<file path="config.mk">
export PLATFORM = sky130hd
export DESIGN_NAME = apc_ram
export DESIGN_NICKNAME = d
export VERILOG_FILES = /design/src/apc_ram.sv
export SDC_FILE = /design/constraint.sdc
export NUM_CORES = 1
export LEC_CHECK = 0
export ABC_AREA = 1
export BUFFER_PORTS_ARGS = -buffer_cell sky130_fd_sc_hd__buf_2
export CAP_MARGIN = 25
export CORE_MARGIN = 10
export CORE_UTILIZATION = 60
export CTS_BUF_LIST = sky130_fd_sc_hd__clkbuf_8 sky130_fd_sc_hd__clkbuf_16
export CTS_CLUSTER_DIAMETER = 50
export DETAILED_ROUTE_END_ITERATION = 8
export GPL_TIMING_DRIVEN = 0
export PLACE_DENSITY = 0.76
export SLEW_MARGIN = 30
export SYNTH_ARGS = -nofsm -noshare
export SYNTH_HDL_FRONTEND = slang
export SYNTH_SLANG_ARGS = --single-unit
</file>
<file path="constraint.sdc">
create_clock -name clk -period 4.32 [get_ports clk]
set_input_delay 0.216 -clock clk [delete_from_list [all_inputs] [get_ports clk]]
set_output_delay 0.216 -clock clk [all_outputs]
set_load 0.1 [all_outputs]
</file>
<file path="src/apc_ram.sv">
// generic single-port-write ram with registered read
module apc_ram #(
  parameter int WIDTH = 10,
  parameter int DEPTH = 64
) (
  input  logic                     clk,
  input  logic                     we,
  input  logic [$clog2(DEPTH)-1:0] waddr,
  input  logic [WIDTH-1:0]         wdata,
  input  logic [$clog2(DEPTH)-1:0] raddr,
  output logic [WIDTH-1:0]         rdata
);

  logic [WIDTH-1:0] mem [DEPTH];

  // write port
  always_ff @(posedge clk) begin
    if (we) begin
      mem[waddr] <= wdata;
    end
  end

  // registered read port
  always_ff @(posedge clk) begin
    rdata <= mem[raddr];
  end

endmodule

</file>
* Word-level counts from Yosys, hierarchy flattened
Memory sizes are Yosys's and may differ from the RTL's. A register that Yosys moved wholly into a read port is not among the register bits.
Index checks and enable logic that the tools add are counted.
** Word-level totals
- Output and inout port bits :: 10
- Memories :: 1
- Latch bits :: 0
- Memory bits (writable) :: 640
- Input bits :: 24
- Flip-flop bits (word level) :: 0
- Bits in read-only memories :: 0
- Word-level logic and storage cells :: 3
** Cells by class
- Mux-type cells :: 2
- Shift-type cells :: 0
- Divide/modulo/power cells :: 0
- Reduce and logical (&&, ||, !) cells :: 0
- Eq/ne operators :: 0
- Magnitude comparators :: 0
- Bitwise gates (word level) :: 0
- Multipliers :: 0
- Add/sub/neg operators :: 0
** Memory list
- mem :: depth 64, bits a word 10, rd ports 1, clocked after Yosys merged registers in 1, write ports 1, RTL line 14 : logic [WIDTH-1:0] mem [DEPTH];
** Operator list (number)
- 1-bit two-way mux :: 2

* Longest topological paths before layout
- Depth in word-level cells :: 2
- Mapped depth :: 12

* Worst setup path after synthesis
Ideal clock, no wire load.
- Path kind :: in2reg
- From :: input port we
- To :: memory mem[48][0] (enable)
- Setup slack :: 2.141 ns
- Setup time :: 0.404 ns
- Required time :: 3.916 ns
- Arrival :: 1.775 ns
- Cell stages on the path :: 3
- Buffers on the path :: 1
- Cells stage by stage :: clkbuf_1 nand4_1 nor4_1
** On the way
- Longest elaborated chain between the ends :: 2
** Ends and longest elaborated chain
- start: declaration :: RTL line 7 : input logic we,
- 1-bit two-way mux :: RTL line 18 : if (we) begin
- 1-bit two-way mux (not written as such) :: RTL line 19 : mem[waddr] <= wdata;
- end: declaration :: RTL line 14
No other way between the ends.

* Worst setup path after layout
- From :: input port waddr[1]
- To :: memory mem[56][7] (enable)
** RTL lines
- start: declaration :: RTL line 8 : input logic [$clog2(DEPTH)-1:0] waddr,
Straight into the memory's write port.

==> results.toml <==
[run_status]
status = "completed"

[timing]
setup_viol = 0
rsz0062_at_grt = "no"
worst_slack_ns = 1.83
slew_headroom = 0.324
finalSetupTns_ns = 0
finalHoldViolations = 0
period_needed_ns = 2.49
holdWs_ns = 0.225
fin_crit_sh = 0.575
worst-slew-pin-transition_ns = 1.01
worst_clock_skew_ns = 0.0189
drv_slew = 0
fmax_mhz = 402

[setup_path]
critPathCaptureType = "flip-flop"
cp_slowest_cell = "nor2_1"
path_cells = "clkbuf_1, inv_1, nand4_1, nor2_1"
rr_worst_depth = 8
cp.arrival_ns = 2.69
crit_path_max_fanout = 10
start_kind = "input pin"
criticalPathCategory = "input pin to flip-flop"
cp_data_required_time_ns = 4.53
cpPeakStageDelay_ns = 1.06

[layout]
fill_cells = 3057
fin_cells = 2973
antennaDiodeCount = 0
multiInputGateArea_um2 = 6170
final_nets = 2362
syn_to_final_growth_pct = 12.1
final-seq-area_um2 = 19400
drive_gt1_frac = 0.103
final_core_util = 0.683

[yosys]
syn_area_um2 = 26400
yosysSeqAreaShare = 0.735
synthTopCellsByArea = "edfxtp_1, nand2_1, nand3_1"
synth_seq_cells = 650
ys.flop_type = "edfxtp_1"
avgSynthCellArea_um2 = 11.8
synth_edf_count = 640
synth.most_common_cell = "nand2_1"
synthArstFlopShare = 0
yosysUniqueCellTypes = 18
synthCells = 2233
ys_top_cells_by_count = "nand2_1, edfxtp_1, nand3_1"
synth_top_area_frac = 0.727
yosysTopAreaCell = "edfxtp_1"
yosysWarnings = 0
synth_fp_nets = 2257

[drt]
wl_per_cell_um = 22.9
ant_nets = 0
finalWirelength_um = 68100
drt_first_pass_iters = 6
vias = 17800
via_per_inst = 5.98
drc = 0
drt_iter0_markers = 2118

[placement]
dp_slack_ns = 1.34
dp.cells = 2853
place.gp.congestion = 0.926
io_buffers = 25
dpl.hpwl_um = 42500

[global_routing]
grt_antenna_before_repair = 1
grt_pass1_vias = 17400
grt_max_degree = 65
grt_pass1_wl_um = 103000
grt-ovfl-total = 0
grtUsageTotal = 0.258

[cts]
clk_pin_slew_ns = 0.06
cts.sinks = 650
cts_tree = "done"
cts_setup_buffers = 0
cts_max_level = 3
cts-hold-fix-buffers = 0
clk_latency_ns = 0.59
cts-resized-gates = 0
cts_buffers = 68
clock_path_buffers = 3
root_buffer = "clkbuf_16"

[pwr]
power.leakage_uw = 0.0108
pwr_density_cell_nw_per_um2 = 462
peakVddDrop_v = 0.000369

[die]
core-area_um2 = 43400
die_h_um = 230
rows = 76
die_w_um = 230
die_area_um2 = 52900
start_util = 0.610
pin_count = 34

[job]
cap_violations = 0

[min_path]
holdPathStages = 1
hold_path_class = "input pin to flip-flop"
power by group:
group	switching, uW	internal [uW]	total [uW]
Clock	2350	3380	5730
Sequential	13.2	6980	7000
Combinational	734	224	958
Total	3100	10600	13700
cells by family after synthesis:
family | synth area share
simple gates | 0.231
buf+inv | 0.0349
flops | 0.735
layer usage:
layer,vias up,wire (um),GRT usage
li1,8073,-,-
met1,8442,26600,0.340
met2,1051,31500,0.409
met3,215,6710,0.0472
met4,4,3280,0.121
met5,-,89,0.0113
critical path: cells and delay by family:
kind                   cells  cell delay [ns]
buffers and inverters      2             0.56
and+or+nand+nor            2             1.91
placed cells by master (no fill, tap or decap):
cell type,Yosys,layout
nand2_1,810,810
edfxtp_1,640,640
nand3_1,547,547
buf_2,60,81
clkbuf_16,0,71
nor2_1,56,46
buf_6,28,28
clkbuf_1,27,27
buf_4,9,23
inv_1,8,22
buf_1,15,15
clkinv_1,1,15
clkinv_2,0,11
nor2_2,0,10
dfxtp_1,10,10
nand4_1,9,9
nor4_2,0,8
bufinv_16,0,7
inv_6,1,4
buf_8,2,2
inv_4,1,1
inv_2,1,1
final cells by class:
type | count | area share
plain buffers | 141 | 0.0294
clock buffers | 71 | 0.0600
clock inverters | 49 | 0.0134
inverters | 12 | 0.00177
multi-input cells | 1430 | 0.208
flip-flops and latches | 650 | 0.655
well taps | 585 | 0.0247
repair buffers | 35 | 0.00709
state kept, by name, indices dropped and copies added, names as in the netlist:
signal  flops
mem       640
rdata      10
path summary, 6_finish.rpt:
kind | endpoint | startpoint | slack (ns)
max | mem[56][7] | waddr[1] | 1.83
min | mem[0][6] | wdata[6] | 0.22
max reg2reg | rdata[0] | mem[10][0] | 2.83
min reg2reg | rdata[1] | mem[41][1] | 0.88
stage by stage:
step	power, uW	instance area [um^2]
floorplan	7690	26400
global placement	8040	27300
detailed placement	8060	27400
CTS	13700	29600
global route	14100	29600
finish	13700	29600
(Power assumes the default switching activity.)
